**src/rtl/apm_pkg.sv**
```systemverilog
package apm_pkg;

  // Field widths fixed by the block's register map and result format.
  localparam int COUNT_W   = 16;
  localparam int DELTA_W   = 10;
  localparam int CURRENT_W = 15;
  localparam int MODE_W    = 3;
  localparam int POWER_W   = 3;
  localparam int PHASE_W   = 5;
  localparam int CFG_AW    = 5;
  localparam int CFG_IDX_W = 3;
  localparam int APB_DW    = 32;

  localparam logic [PHASE_W-1:0] PHASE_LAST = PHASE_W'(29);

  // Mode codes.
  localparam logic [MODE_W-1:0] MODE_STARTUP = 3'd0;
  localparam logic [MODE_W-1:0] MODE_MONITOR = 3'd1;
  localparam logic [MODE_W-1:0] MODE_LOW     = 3'd2;
  localparam logic [MODE_W-1:0] MODE_EMERG   = 3'd3;
  localparam logic [MODE_W-1:0] MODE_MAINT   = 3'd4;

  // Power level codes.
  localparam logic [POWER_W-1:0] PWR_ACTIVE = 3'd0;
  localparam logic [POWER_W-1:0] PWR_IDLE   = 3'd1;
  localparam logic [POWER_W-1:0] PWR_SENSOR = 3'd2;
  localparam logic [POWER_W-1:0] PWR_DEEP   = 3'd3;
  localparam logic [POWER_W-1:0] PWR_EMERG  = 3'd4;

  // Register indexes.
  localparam logic [CFG_IDX_W-1:0] REG_EMERG_LIMIT   = 3'd0;
  localparam logic [CFG_IDX_W-1:0] REG_LOW_LIMIT     = 3'd1;
  localparam logic [CFG_IDX_W-1:0] REG_MON_TEMP      = 3'd2;
  localparam logic [CFG_IDX_W-1:0] REG_MON_LIGHT     = 3'd3;
  localparam logic [CFG_IDX_W-1:0] REG_MON_ACCEL     = 3'd4;
  localparam logic [CFG_IDX_W-1:0] REG_LOW_TEMP      = 3'd5;
  localparam logic [CFG_IDX_W-1:0] REG_LOW_LIGHT     = 3'd6;
  localparam logic [CFG_IDX_W-1:0] REG_RECOVER_TEMP  = 3'd7;

  // Register reset values.
  localparam logic [COUNT_W-1:0] RST_EMERG_LIMIT  = 16'd2;
  localparam logic [COUNT_W-1:0] RST_LOW_LIMIT    = 16'd5;
  localparam logic [DELTA_W-1:0] RST_MON_TEMP     = 10'd50;
  localparam logic [DELTA_W-1:0] RST_MON_LIGHT    = 10'd100;
  localparam logic [DELTA_W-1:0] RST_MON_ACCEL    = 10'd80;
  localparam logic [DELTA_W-1:0] RST_LOW_TEMP     = 10'd100;
  localparam logic [DELTA_W-1:0] RST_LOW_LIGHT    = 10'd150;
  localparam logic [DELTA_W-1:0] RST_RECOVER_TEMP = 10'd200;

  typedef struct packed {
    logic [COUNT_W-1:0] emergency_limit;
    logic [COUNT_W-1:0] low_activity_limit;
    logic [DELTA_W-1:0] mon_temp_delta;
    logic [DELTA_W-1:0] mon_light_delta;
    logic [DELTA_W-1:0] mon_accel_delta;
    logic [DELTA_W-1:0] low_temp_delta;
    logic [DELTA_W-1:0] low_light_delta;
    logic [DELTA_W-1:0] recover_temp_delta;
  } apm_cfg_t;

  typedef struct packed {
    logic [MODE_W-1:0]  mode;
    logic [POWER_W-1:0] power_state;
    logic [COUNT_W-1:0] activity_count;
    logic [PHASE_W-1:0] cycle_phase;
  } apm_state_t;

  typedef struct packed {
    logic [MODE_W-1:0]    next_mode;
    logic [POWER_W-1:0]   power_level;
    logic [CURRENT_W-1:0] est_current_ua;
    logic [COUNT_W-1:0]   activity_level;
    logic                 activity_seen;
  } apm_res_t;

  // Table current for each power level.
  function automatic logic [CURRENT_W-1:0] current_for(input logic [POWER_W-1:0] p);
    logic [CURRENT_W-1:0] c;
    case (p)
      PWR_ACTIVE: c = 15'd20000;
      PWR_IDLE:   c = 15'd8000;
      PWR_SENSOR: c = 15'd3000;
      PWR_DEEP:   c = 15'd50;
      PWR_EMERG:  c = 15'd10;
      default:    c = '0;
    endcase
    return c;
  endfunction

  // Phase is a multiple of three.
  function automatic logic phase_mult3(input logic [PHASE_W-1:0] ph);
    logic r;
    case (ph) inside
      5'd0, 5'd3, 5'd6, 5'd9, 5'd12, 5'd15, 5'd18, 5'd21, 5'd24, 5'd27: r = 1'b1;
      default: r = 1'b0;
    endcase
    return r;
  endfunction

  // Phase is a multiple of ten.
  function automatic logic phase_mult10(input logic [PHASE_W-1:0] ph);
    logic r;
    case (ph) inside
      5'd0, 5'd10, 5'd20: r = 1'b1;
      default: r = 1'b0;
    endcase
    return r;
  endfunction

  // Phase is a multiple of fifteen.
  function automatic logic phase_mult15(input logic [PHASE_W-1:0] ph);
    logic r;
    case (ph) inside
      5'd0, 5'd15: r = 1'b1;
      default: r = 1'b0;
    endcase
    return r;
  endfunction

endpackage

```
**src/rtl/apm_in_if.sv**
```systemverilog
interface apm_in_if #(
  parameter int SAMPLE_BITS = 10
);
  logic                   valid;
  logic                   ready;
  logic [SAMPLE_BITS-1:0] temp_sample;
  logic [SAMPLE_BITS-1:0] light_sample;
  logic [SAMPLE_BITS-1:0] accel_sample;

  modport source (output valid, output temp_sample, output light_sample,
                  output accel_sample, input ready);
  modport sink (input valid, input temp_sample, input light_sample,
                input accel_sample, output ready);
endinterface

```
**src/rtl/apm_out_if.sv**
```systemverilog
interface apm_out_if;
  logic        valid;
  logic        ready;
  logic [2:0]  next_mode;
  logic [2:0]  power_level;
  logic [14:0] est_current_ua;
  logic [15:0] activity_level;
  logic        activity_seen;

  modport source (output valid, output next_mode, output power_level,
                  output est_current_ua, output activity_level,
                  output activity_seen, input ready);
  modport sink (input valid, input next_mode, input power_level,
                input est_current_ua, input activity_level,
                input activity_seen, output ready);
endinterface

```
**src/rtl/activity_power_mode_controller.sv**
```systemverilog
// An accepted item is held in the input register; its result is registered in the
// result register when the item advances, which waits while a result is held unread.
// One item per cycle while out_o.ready is high; the mode, count and baseline update is one
// pass of logic between the input register and the result register.
// Reset (rst_ni low, asynchronous): startup mode, active power, count, phase and
// baselines at zero, registers at their reset values, both channels empty.
module activity_power_mode_controller
  import apm_pkg::*;
#(
  parameter int SAMPLE_BITS = 10
) (
  input  logic              clk_i,
  input  logic              rst_ni,
  apm_in_if.sink            in_i,
  apm_out_if.source         out_o,
  input  logic              psel,
  input  logic              penable,
  input  logic              pwrite,
  input  logic [CFG_AW-1:0] paddr,
  input  logic [APB_DW-1:0] pwdata,
  output logic [APB_DW-1:0] prdata,
  output logic              pready
);

  apm_cfg_t               cfg;
  apm_state_t             st_q, st_d;
  apm_res_t               res_q, res_d;
  logic [SAMPLE_BITS-1:0] base_t_q, base_l_q, base_a_q;
  logic [SAMPLE_BITS-1:0] base_t_d, base_l_d, base_a_d;
  logic [SAMPLE_BITS-1:0] t_q, l_q, a_q;
  logic                   in_valid_q, out_valid_q;
  logic                   advance, in_take;

  apm_regs u_regs (
    .clk_i   (clk_i),
    .rst_ni  (rst_ni),
    .psel    (psel),
    .penable (penable),
    .pwrite  (pwrite),
    .paddr   (paddr),
    .pwdata  (pwdata),
    .prdata  (prdata),
    .pready  (pready),
    .cfg_o   (cfg)
  );

  apm_step #(.SAMPLE_BITS(SAMPLE_BITS)) u_step (
    .cfg_i    (cfg),
    .st_i     (st_q),
    .base_t_i (base_t_q),
    .base_l_i (base_l_q),
    .base_a_i (base_a_q),
    .t_i      (t_q),
    .l_i      (l_q),
    .a_i      (a_q),
    .st_o     (st_d),
    .base_t_o (base_t_d),
    .base_l_o (base_l_d),
    .base_a_o (base_a_d),
    .res_o    (res_d)
  );

  // Handshake: the held item moves on when the result register is free or drains.
  assign advance    = in_valid_q && (!out_valid_q || out_o.ready);
  assign in_i.ready = !in_valid_q || advance;
  assign in_take    = in_i.valid && in_i.ready;

  // Input register.
  always_ff @(posedge clk_i or negedge rst_ni) begin
    if (!rst_ni) begin
      in_valid_q <= 1'b0;
    end else if (in_i.ready) begin
      in_valid_q <= in_i.valid;
    end
  end

  always_ff @(posedge clk_i) begin
    if (in_take) begin
      t_q <= in_i.temp_sample;
      l_q <= in_i.light_sample;
      a_q <= in_i.accel_sample;
    end
  end

  // Controller state, updated once per processed item.
  always_ff @(posedge clk_i or negedge rst_ni) begin
    if (!rst_ni) begin
      st_q.mode           <= MODE_STARTUP;
      st_q.power_state    <= PWR_ACTIVE;
      st_q.activity_count <= '0;
      st_q.cycle_phase    <= '0;
      base_t_q            <= '0;
      base_l_q            <= '0;
      base_a_q            <= '0;
    end else if (advance) begin
      st_q     <= st_d;
      base_t_q <= base_t_d;
      base_l_q <= base_l_d;
      base_a_q <= base_a_d;
    end
  end

  // Result register.
  always_ff @(posedge clk_i or negedge rst_ni) begin
    if (!rst_ni) begin
      out_valid_q <= 1'b0;
    end else if (advance) begin
      out_valid_q <= 1'b1;
    end else if (out_o.ready) begin
      out_valid_q <= 1'b0;
    end
  end

  always_ff @(posedge clk_i) begin
    if (advance) begin
      res_q <= res_d;
    end
  end

  assign out_o.valid          = out_valid_q;
  assign out_o.next_mode      = res_q.next_mode;
  assign out_o.power_level    = res_q.power_level;
  assign out_o.est_current_ua = res_q.est_current_ua;
  assign out_o.activity_level = res_q.activity_level;
  assign out_o.activity_seen  = res_q.activity_seen;

endmodule

```
**src/rtl/apm_regs.sv**
```systemverilog
module apm_regs
  import apm_pkg::*;
(
  input  logic              clk_i,
  input  logic              rst_ni,
  input  logic              psel,
  input  logic              penable,
  input  logic              pwrite,
  input  logic [CFG_AW-1:0] paddr,
  input  logic [APB_DW-1:0] pwdata,
  output logic [APB_DW-1:0] prdata,
  output logic              pready,
  output apm_cfg_t          cfg_o
);

  apm_cfg_t            cfg_q;
  logic                wr_en;
  logic [CFG_IDX_W-1:0] idx;

  assign pready = 1'b1;
  assign wr_en  = psel && penable && pwrite;
  assign idx    = paddr[CFG_AW-1:2];
  assign cfg_o  = cfg_q;

  // Register writes; each register keeps only its own width.
  always_ff @(posedge clk_i or negedge rst_ni) begin
    if (!rst_ni) begin
      cfg_q.emergency_limit    <= RST_EMERG_LIMIT;
      cfg_q.low_activity_limit <= RST_LOW_LIMIT;
      cfg_q.mon_temp_delta     <= RST_MON_TEMP;
      cfg_q.mon_light_delta    <= RST_MON_LIGHT;
      cfg_q.mon_accel_delta    <= RST_MON_ACCEL;
      cfg_q.low_temp_delta     <= RST_LOW_TEMP;
      cfg_q.low_light_delta    <= RST_LOW_LIGHT;
      cfg_q.recover_temp_delta <= RST_RECOVER_TEMP;
    end else if (wr_en) begin
      case (idx)
        REG_EMERG_LIMIT:  cfg_q.emergency_limit    <= pwdata[COUNT_W-1:0];
        REG_LOW_LIMIT:    cfg_q.low_activity_limit <= pwdata[COUNT_W-1:0];
        REG_MON_TEMP:     cfg_q.mon_temp_delta     <= pwdata[DELTA_W-1:0];
        REG_MON_LIGHT:    cfg_q.mon_light_delta    <= pwdata[DELTA_W-1:0];
        REG_MON_ACCEL:    cfg_q.mon_accel_delta    <= pwdata[DELTA_W-1:0];
        REG_LOW_TEMP:     cfg_q.low_temp_delta     <= pwdata[DELTA_W-1:0];
        REG_LOW_LIGHT:    cfg_q.low_light_delta    <= pwdata[DELTA_W-1:0];
        REG_RECOVER_TEMP: cfg_q.recover_temp_delta <= pwdata[DELTA_W-1:0];
        default: ;
      endcase
    end
  end

  // Read back.
  always_comb begin
    case (idx)
      REG_EMERG_LIMIT:  prdata = APB_DW'(cfg_q.emergency_limit);
      REG_LOW_LIMIT:    prdata = APB_DW'(cfg_q.low_activity_limit);
      REG_MON_TEMP:     prdata = APB_DW'(cfg_q.mon_temp_delta);
      REG_MON_LIGHT:    prdata = APB_DW'(cfg_q.mon_light_delta);
      REG_MON_ACCEL:    prdata = APB_DW'(cfg_q.mon_accel_delta);
      REG_LOW_TEMP:     prdata = APB_DW'(cfg_q.low_temp_delta);
      REG_LOW_LIGHT:    prdata = APB_DW'(cfg_q.low_light_delta);
      REG_RECOVER_TEMP: prdata = APB_DW'(cfg_q.recover_temp_delta);
      default:          prdata = '0;
    endcase
  end

endmodule

```
**src/rtl/apm_step.sv**
```systemverilog
module apm_step
  import apm_pkg::*;
#(
  parameter int SAMPLE_BITS = 10
) (
  input  apm_cfg_t               cfg_i,
  input  apm_state_t             st_i,
  input  logic [SAMPLE_BITS-1:0] base_t_i,
  input  logic [SAMPLE_BITS-1:0] base_l_i,
  input  logic [SAMPLE_BITS-1:0] base_a_i,
  input  logic [SAMPLE_BITS-1:0] t_i,
  input  logic [SAMPLE_BITS-1:0] l_i,
  input  logic [SAMPLE_BITS-1:0] a_i,
  output apm_state_t             st_o,
  output logic [SAMPLE_BITS-1:0] base_t_o,
  output logic [SAMPLE_BITS-1:0] base_l_o,
  output logic [SAMPLE_BITS-1:0] base_a_o,
  output apm_res_t               res_o
);

  // Compare width covers both the samples and the configured deltas.
  localparam int AW = (SAMPLE_BITS > DELTA_W) ? SAMPLE_BITS : DELTA_W;
  localparam int TW = SAMPLE_BITS + 2;

  logic [AW-1:0]        dt, dl, da;
  logic [AW-1:0]        mt, ml, ma, lt, ll, rt;
  logic [COUNT_W-1:0]   cnt, cnt_mon, cnt_low, cnt_rec, cnt_maint;
  logic [COUNT_W:0]     sum2, sum_rec, sum_half;
  logic [PHASE_W-1:0]   phase, phase_nxt;
  logic                 hit_mon, hit_low, hit_rec;
  logic [TW-1:0]        trk_t, trk_l, trk_a;
  logic [MODE_W-1:0]    mode_nxt;
  logic [POWER_W-1:0]   pwr_nxt;
  logic [COUNT_W-1:0]   cnt_nxt;
  logic                 seen;

  // Absolute deviations from the baselines.
  always_comb begin
    dt = (t_i > base_t_i) ? AW'(t_i - base_t_i) : AW'(base_t_i - t_i);
    dl = (l_i > base_l_i) ? AW'(l_i - base_l_i) : AW'(base_l_i - l_i);
    da = (a_i > base_a_i) ? AW'(a_i - base_a_i) : AW'(base_a_i - a_i);
    mt = AW'(cfg_i.mon_temp_delta);
    ml = AW'(cfg_i.mon_light_delta);
    ma = AW'(cfg_i.mon_accel_delta);
    lt = AW'(cfg_i.low_temp_delta);
    ll = AW'(cfg_i.low_light_delta);
    rt = AW'(cfg_i.recover_temp_delta);
  end

  assign phase   = (st_i.cycle_phase > PHASE_LAST) ? '0 : st_i.cycle_phase;
  assign hit_mon = (dt > mt) || (dl > ml) || (da > ma);
  assign hit_low = phase_mult3(phase) && ((dt > lt) || (dl > ll));
  assign hit_rec = dt > rt;

  // Candidate counts for each mode.
  always_comb begin
    cnt      = st_i.activity_count;
    sum2     = {1'b0, cnt} + (COUNT_W+1)'(2);
    sum_rec  = {1'b0, cfg_i.low_activity_limit} + (COUNT_W+1)'(2);
    sum_half = {1'b0, cnt} + (COUNT_W+1)'(1);
    if (hit_mon) begin
      cnt_mon = (&cnt) ? cnt : cnt + COUNT_W'(1);
    end else begin
      cnt_mon = (cnt == '0) ? cnt : cnt - COUNT_W'(1);
    end
    cnt_low   = !hit_low ? cnt : (sum2[COUNT_W] ? '1 : sum2[COUNT_W-1:0]);
    cnt_rec   = sum_rec[COUNT_W] ? '1 : sum_rec[COUNT_W-1:0];
    cnt_maint = phase_mult10(phase) ? sum_half[COUNT_W:1] : cnt;
  end

  // Baseline tracking (3b+x)/4.
  assign trk_t = ((TW'(base_t_i) << 1) + TW'(base_t_i) + TW'(t_i)) >> 2;
  assign trk_l = ((TW'(base_l_i) << 1) + TW'(base_l_i) + TW'(l_i)) >> 2;
  assign trk_a = ((TW'(base_a_i) << 1) + TW'(base_a_i) + TW'(a_i)) >> 2;

  // Mode machine.
  always_comb begin
    mode_nxt = st_i.mode;
    pwr_nxt  = st_i.power_state;
    cnt_nxt  = cnt;
    seen     = 1'b0;
    base_t_o = base_t_i;
    base_l_o = base_l_i;
    base_a_o = base_a_i;
    case (st_i.mode)
      MODE_MONITOR: begin
        pwr_nxt  = PWR_SENSOR;
        seen     = hit_mon;
        cnt_nxt  = cnt_mon;
        if (cnt_mon <= cfg_i.emergency_limit) begin
          mode_nxt = MODE_EMERG;
        end else if (cnt_mon <= cfg_i.low_activity_limit) begin
          mode_nxt = MODE_LOW;
        end
        base_t_o = trk_t[SAMPLE_BITS-1:0];
        base_l_o = trk_l[SAMPLE_BITS-1:0];
        base_a_o = trk_a[SAMPLE_BITS-1:0];
      end
      MODE_LOW: begin
        pwr_nxt = PWR_IDLE;
        seen    = hit_low;
        cnt_nxt = cnt_low;
        if (cnt_low > cfg_i.low_activity_limit) begin
          mode_nxt = MODE_MONITOR;
        end else if (cnt_low <= cfg_i.emergency_limit) begin
          mode_nxt = MODE_EMERG;
        end
      end
      MODE_EMERG: begin
        pwr_nxt = PWR_EMERG;
        if (hit_rec) begin
          seen     = 1'b1;
          cnt_nxt  = cnt_rec;
          mode_nxt = MODE_MONITOR;
        end
      end
      MODE_MAINT: begin
        cnt_nxt  = cnt_maint;
        mode_nxt = MODE_MONITOR;
      end
      default: begin
        pwr_nxt  = PWR_ACTIVE;
        base_t_o = t_i;
        base_l_o = l_i;
        base_a_o = a_i;
        mode_nxt = MODE_MONITOR;
      end
    endcase
  end

  // Phase advance and forced maintenance.
  assign phase_nxt = (phase == PHASE_LAST) ? '0 : phase + PHASE_W'(1);

  always_comb begin
    st_o.mode           = phase_mult15(phase_nxt) ? MODE_MAINT : mode_nxt;
    st_o.power_state    = pwr_nxt;
    st_o.activity_count = cnt_nxt;
    st_o.cycle_phase    = phase_nxt;
    res_o.next_mode      = st_o.mode;
    res_o.power_level    = pwr_nxt;
    res_o.est_current_ua = current_for(pwr_nxt);
    res_o.activity_level = cnt_nxt;
    res_o.activity_seen  = seen;
  end

endmodule
```
**src/flat_wrapper.sv**
```systemverilog
// flat-port wrapper written by rule: the top's interface ports become plain ports
module activity_power_mode_controller_flat import apm_pkg::*;
#(
  parameter int SAMPLE_BITS = 10
)
  (clk_i, rst_ni, psel, penable, pwrite, paddr, pwdata, prdata, pready, in_i_valid, in_i_temp_sample, in_i_light_sample, in_i_accel_sample, in_i_ready, out_o_valid, out_o_next_mode, out_o_power_level, out_o_est_current_ua, out_o_activity_level, out_o_activity_seen, out_o_ready);
  apm_in_if #(.SAMPLE_BITS(SAMPLE_BITS)) in_i_i ();
  apm_out_if out_o_i ();
  input  logic clk_i;
  input  logic rst_ni;
  input  logic psel;
  input  logic penable;
  input  logic pwrite;
  input  logic [CFG_AW-1:0] paddr;
  input  logic [APB_DW-1:0] pwdata;
  output logic [APB_DW-1:0] prdata;
  output logic pready;
  input wire logic [$bits(in_i_i.valid)-1:0] in_i_valid;
  input wire logic [$bits(in_i_i.temp_sample)-1:0] in_i_temp_sample;
  input wire logic [$bits(in_i_i.light_sample)-1:0] in_i_light_sample;
  input wire logic [$bits(in_i_i.accel_sample)-1:0] in_i_accel_sample;
  output wire logic [$bits(in_i_i.ready)-1:0] in_i_ready;
  output wire logic [$bits(out_o_i.valid)-1:0] out_o_valid;
  output wire logic [$bits(out_o_i.next_mode)-1:0] out_o_next_mode;
  output wire logic [$bits(out_o_i.power_level)-1:0] out_o_power_level;
  output wire logic [$bits(out_o_i.est_current_ua)-1:0] out_o_est_current_ua;
  output wire logic [$bits(out_o_i.activity_level)-1:0] out_o_activity_level;
  output wire logic [$bits(out_o_i.activity_seen)-1:0] out_o_activity_seen;
  input wire logic [$bits(out_o_i.ready)-1:0] out_o_ready;
  assign in_i_i.valid = in_i_valid;
  assign in_i_i.temp_sample = in_i_temp_sample;
  assign in_i_i.light_sample = in_i_light_sample;
  assign in_i_i.accel_sample = in_i_accel_sample;
  assign in_i_ready = in_i_i.ready;
  assign out_o_valid = out_o_i.valid;
  assign out_o_next_mode = out_o_i.next_mode;
  assign out_o_power_level = out_o_i.power_level;
  assign out_o_est_current_ua = out_o_i.est_current_ua;
  assign out_o_activity_level = out_o_i.activity_level;
  assign out_o_activity_seen = out_o_i.activity_seen;
  assign out_o_i.ready = out_o_ready;
  activity_power_mode_controller #(.SAMPLE_BITS(SAMPLE_BITS)) u_core (.clk_i(clk_i), .rst_ni(rst_ni), .in_i(in_i_i), .out_o(out_o_i), .psel(psel), .penable(penable), .pwrite(pwrite), .paddr(paddr), .pwdata(pwdata), .prdata(prdata), .pready(pready));
endmodule
```
**config.mk**
```make
export PLATFORM = sky130hd
export DESIGN_NAME = activity_power_mode_controller_flat
export DESIGN_NICKNAME = d
export VERILOG_FILES = /design/src/rtl/apm_pkg.sv /design/src/rtl/apm_in_if.sv /design/src/rtl/apm_out_if.sv /design/src/rtl/activity_power_mode_controller.sv /design/src/rtl/apm_regs.sv /design/src/rtl/apm_step.sv /design/src/flat_wrapper.sv
export SDC_FILE = /design/constraint.sdc
export NUM_CORES = 1
export LEC_CHECK = 0
export BUFFER_PORTS_ARGS = -buffer_cell sky130_fd_sc_hd__buf_2
export CELL_PAD_IN_SITES_DETAIL_PLACEMENT = 0
export CELL_PAD_IN_SITES_GLOBAL_PLACEMENT = 1
export CORE_UTILIZATION = 52
export DETAILED_ROUTE_END_ITERATION = 8
export HOLD_SLACK_MARGIN = 0.05
export PLACE_DENSITY = 0.95
export SLEW_MARGIN = 20
export SYNTH_ARGS = -nofsm -noshare
export SYNTH_HDL_FRONTEND = slang
export SYNTH_HIERARCHICAL = 1
export SYNTH_SLANG_ARGS = --single-unit
```
**constraint.sdc**
```tcl
create_clock -name clk_i -period 20.4 [get_ports clk_i]
set_input_delay 1.02 -clock clk_i [delete_from_list [all_inputs] [get_ports clk_i]]
set_output_delay 1.02 -clock clk_i [all_outputs]
set_load 0.02 [all_outputs]
```
* Word level (Yosys, flattened, before mapping)
Index checks and enable logic that the tools add are counted. Widths: inputs -> output; s select.
Cells by class: $mul 0, reductions and logical operators 32, magnitude comparators 14, multiplexer cells 34, equality and inequality tests 28, $add $sub $neg 18, div/mod/pow operators 0, bitwise operators 1, shift-type cells 0
Operator list (number):
- $pmux 32 s8 | 1
- $mux 16 | 8
- $gt 10x10->1 | 9
- $pmux 15 s5 | 1
- $pmux 16 s4 | 1
- $pmux 10 s2 | 3
- $sub 10x10->10 | 6
- $le 16x16->1 | 3
- $add 11x10->12 | 3
- $add 12x10->12 | 3
- $add 16x2->17 const B | 2
- $eq 5x5->1 const B | 6
- $mux 10 | 3
- $eq 5x4->1 const B | 5
- $eq 3x2->1 const B | 6
- $eq 3x3->1 const B | 6
- $mux 3 | 6
- $reduce_and 2->1 | 9
- $add 16x1->17 const B | 1
- $add 16x1->16 const B | 1
- $gt 16x16->1 | 1
- $logic_not 16->1 | 1
- $reduce_and 16->1 | 1
- $sub 16x1->16 const B | 1
- other kinds (20) | 40
Word-level totals: memories 0, input bits 74, output and inout bits 73, register bits after elaboration 219, ROM bits 0, RAM bits 0, bits in latches 0, logic and storage cells 152

* Logic depth before layout (Yosys ltp)
depth in word-level cells 12, gate-level depth with buffers 36, mapped depth without buffers 33

* By module
The synthesis kept the hierarchy.
By module, submodules not included:
- apm_step | area each 11363.4 sq um, cells an instance 1623, sequential area each 0.0 sq um, times used 1
- apm_regs | area each 4448.0 sq um, cells an instance 325, sequential area each 2328.5 sq um, times used 1
- activity_power_mode_controller | area each 4330.4 sq um, cells an instance 197, sequential area each 3518.4 sq um, times used 1

* Worst setup path before layout
OpenSTA, ideal clock, no wires.
path kind reg-to-reg, start point reg u_core.base_l_q[1], end point reg u_core/st_q[24] (netlist bit), period minus slack after synthesis 7.012 ns, data arrival time 6.887 ns, path buffers 3, stages on the path, launching flop included 34, library setup time 0.125 ns, slack 13.388 ns, path through dfrtp_1 > inv_1 > fa_1 > a21o_1 > a21o_1 > a221oi_1 > nor2_1 > clkbuf_1 > nor3_1 > a21oi_1 > o2bb2ai_1 > o221ai_1 > xor2_1 > ha_1 > a21oi_1 > o21ai_0 > a2111oi_1 > o22ai_1 > nor2_1 > buf_2 > nand2_1 > o311ai_0 > o21ai_1 > ha_1 > a21o_1 > a21o_1 > a21oi_1 > o21ai_0 > a2111oi_0 > a211oi_1 > nor4_1 > nor3_1 > buf_4 > mux2_4
RTL lines:
- start: declaration | RTL line activity_power_mode_controller.sv:28 | logic [SAMPLE_BITS-1:0] base_t_q, base_l_q, base_a_q;
- start signal: assignment | RTL line activity_power_mode_controller.sv:98 | base_l_q <= base_l_d;
- end signal: assignment | RTL line activity_power_mode_controller.sv:96 | st_q <= st_d;
- end: declaration | RTL line activity_power_mode_controller.sv:26 | apm_state_t st_q, st_d;

==> flow_metrics.env <==
export IMPL_grt_pass1_wl_um=90300
export IMPL_fp_dieW_um=199
export IMPL_cts_root_buf="clkbuf_16"
export IMPL_drv_slew=0
export IMPL_cts_sinks=219
export IMPL_syn_area_per_cell_um2=9.39
export IMPL_nFillCells=3414
export IMPL_path_clk_slew_ns=0.06
export IMPL_status="complete, no violations"
export IMPL_route_met3_wl_um=3180
export IMPL_setup_viol=0
export IMPL_cts_tree="done"
export IMPL_skew_ns=0.0177
export IMPL_ys_types=84
export IMPL_fin_ws_ns=11.50
export IMPL_dieArea_mm2=0.0395
export IMPL_antenna_cells=0
export IMPL_max_stage_delay_ns=0.95
export IMPL_cts_inserted_buffers=27
export IMPL_fin_nets=2509
export IMPL_holdBufCountCts=0
export IMPL_arrival_ns=9.40
export IMPL_async_flop_share_pct=68.9
export IMPL_antenna_found_initial=0
export IMPL_rsz0062_at_grt="false"
export IMPL_drv_cap=0
export IMPL_synth_top_area_share_pct=16.2
export IMPL_portBuffers=111
export IMPL_setup_tns_ns=0
export IMPL_post_cts_resized=0
export IMPL_first_global_vias=16500
export IMPL_post_route_period_util_pct=43.6
export IMPL_seqCellArea_mm2=0.00585
export IMPL_critPathKind="reg2reg"
export IMPL_critPathCaptureType="register"
export IMPL_period_needed_ns=8.90
export IMPL_leakagePower_nw=9.78
export IMPL_drt_vias_per_instance=6.18
export IMPL_drt_iter0_drc=1255
export IMPL_drc_errors=0
export IMPL_crit_fanout=13
export IMPL_synth_seq_cells=219
export IMPL_hold_path_class="reg2reg"
export IMPL_synth_warnings=6
export IMPL_netlist_top_cells_area="dfrtp_1, ha_1, edfxtp_1, mux2_2, inv_1"
export IMPL_hold_viol_final=0
export IMPL_vdd_drop_max_v=0.000132
export IMPL_synth_main_ff_cell="dfrtp_1"
export IMPL_syn_cell_area_mm2=0.0201
export IMPL_postSynthCellCount=2145
export IMPL_met2WireLength_um=26800
export IMPL_wirelength_um=57400
export IMPL_hpwlAfterDp_um=43100
export IMPL_drt_met1_wl_um=24400
export IMPL_grt_max_degree=101
export IMPL_die_h_um=199
export IMPL_maxUsedRoutingLayer="met4"
export IMPL_gp_congestion=0.968
export IMPL_io_pins=147
export IMPL_fin_hold_ws_ns=0.511
export IMPL_cts_path_max_buffers=3
export IMPL_multiInputGateArea_mm2=0.0128
export IMPL_tightest_slew_ns=1.10
export IMPL_clk_latency_ns=0.57
export IMPL_grt_overflow_total=0
export IMPL_final_antenna_net_count=0
export IMPL_syn_to_final_growth_pct=7.28
export IMPL_relSlewSlack_pct=25.1
export IMPL_core_area_mm2=0.0379
export IMPL_start_kind="register"
export IMPL_rows=71
export IMPL_cp_required_ns=20.90
export IMPL_ys_seq_area_share_pct=29.0
export IMPL_p_total_mw=4.22
export IMPL_synth_largest_area_cell="dfrtp_1"
export IMPL_cts_htree_levels=1
export IMPL_initial_utilization_pct=53.1
export IMPL_vias=16700
export IMPL_synth_edff_count=68
export IMPL_slowest_stage="a2111oi_0"
export IMPL_drive_above_1_share_pct=17.4
export IMPL_firstDrtPassIters=7
export IMPL_dp_slack_ns=11.79
export IMPL_wl_per_cell_um=21.2
export IMPL_clock_fmax_ghz=0.112
export IMPL_grt_usage_pct=29.2
export IMPL_pwr_density_cell_mw_per_mm2=195
export IMPL_postCtsSetupBuffers=0
-- placed cells by master, fill, tap and decap left out, types with 16 or more instances in the layout --
master and count:
ha_1 222, inv_1 200, a21oi_1 147, nand2_1 136, mux2_2 130, dfrtp_1 129, buf_2 110, o21ai_0 105
nor2_1 99, mux2i_1 71, edfxtp_1 68, xnor2_1 47, a21o_1 46, o22ai_1 41, nand4_1 39, nand3_1 38
fa_1 36, mux2_4 29, clkbuf_16 27, nor3_1 25, o21bai_1 24, dfstp_2 21, a211oi_1 20, conb_1 20
o211ai_1 20, a221oi_1 20, xor2_1 19, nor2b_1 18, o211a_1 16
-- routing by layer --
metal	global-route usage [%]	vias up
li1	-	7821
met1	37.8	8170
met2	48.4	592
met3	3.24	155
met4	14.6	0
met5	0	-
-- path summary, 6_finish.rpt --
kind                                    start  depth (start not counted)                 endpoint  slack [ns]
max                        u_core/base_t_q[1]                         31          u_core/st_q[24]       11.50
min                           u_core/st_q[22]                          1          u_core/st_q[22]        0.51
max reg2reg                u_core/base_t_q[1]                         31          u_core/st_q[24]       11.50
min reg2reg                   u_core/st_q[22]                          1          u_core/st_q[22]        0.51
max in group asynchronous              rst_ni                          2          u_core/st_q[26]       18.46
min in group asynchronous              rst_ni                          1  u_core/u_regs/cfg_o[86]        0.54
-- sequential cells by signal, summed over array words and instances (netlist names), 15 cells and up --
name	cells
u_core/out_o.est_current_ua	15
u_core/out_o.activity_level	16
u_core/u_regs/cfg_o	92
u_core/st_q	27
-- power by group --
part	internal [mW]	total [mW]	switching [mW]	leakage, nW
sequential	0.604	0.805	0.201	2.49
combinational	1.24	2.95	1.71	6.88
clock	0.267	0.466	0.200	0.410
total	2.11	4.22	2.11	9.78
-- synth_stat cells, types with 18 or more instances --
| master | instances |
|---|---|
| a211oi_1 | 20 |
| a21o_1 | 46 |
| a21oi_1 | 147 |
| a221oi_1 | 20 |
| buf_4 | 47 |
| clkbuf_1 | 63 |
| dfrtp_1 | 130 |
| dfstp_2 | 21 |
| edfxtp_1 | 68 |
| fa_1 | 36 |
| ha_1 | 222 |
| inv_1 | 200 |
| mux2_2 | 130 |
| mux2_4 | 29 |
| mux2i_1 | 71 |
| nand2_1 | 136 |
| nand3_1 | 38 |
| nand4_1 | 39 |
| nor2_1 | 100 |
| nor2b_1 | 18 |
| nor3_1 | 25 |
| o211ai_1 | 20 |
| o21ai_0 | 106 |
| o21bai_1 | 24 |
| o22ai_1 | 41 |
| xnor2_1 | 47 |
| xor2_1 | 19 |
-- critical path, delay by kind of cell, from the launching register on --
family | cells | cell delay [ns]
buffers and inverters | 2 | 0.39
muxes | 2 | 0.56
xor gates and xnor gates | 1 | 0.40
DFF | 1 | 0.56
adders and majority gates | 3 | 1.05
AOI/OAI and AO/OA | 18 | 4.11
and+or+nand+nor | 5 | 1.72
-- kinds of logic (layout without fill, tap and decap cells) --
group / after synthesis / after routing / synth area share (%)
xor gates and xnor gates: 66 / 66 / 2.87
AOI/OAI and AO/OA: 564 / 564 / 18.5
DFF: 219 / 219 / 29.0
and+or+nand+nor: 464 / 464 / 11.6
other: 3 / 20 / 0.0559
buffers and inverters: 341 / 377 / 7.60
adders and majority gates: 258 / 258 / 17.4
muxes: 230 / 230 / 13.0
-- stage by stage --
step / std cells / area [µm²] / util (%)
after floorplan: 2162 / 20200 / -
after global placement: 2659 / 20800 / 54.7
after detailed placement: 2659 / 20800 / 54.7
after CTS: 2709 / 21600 / 57.0
after global routing: 2709 / 21600 / 57.0
final: 2709 / 21600 / 57.0
-- final cells by class --
cell class	instances	share of cell area, %
clock inverters	16	0.567
multi-input cells	1602	59.4
well taps	511	2.96
repair buffers	126	3.12
inverters	201	3.49
flip-flops and latches	219	27.1
clock buffers	34	3.39
No activity file was read; power rests on OpenSTA's default activity.
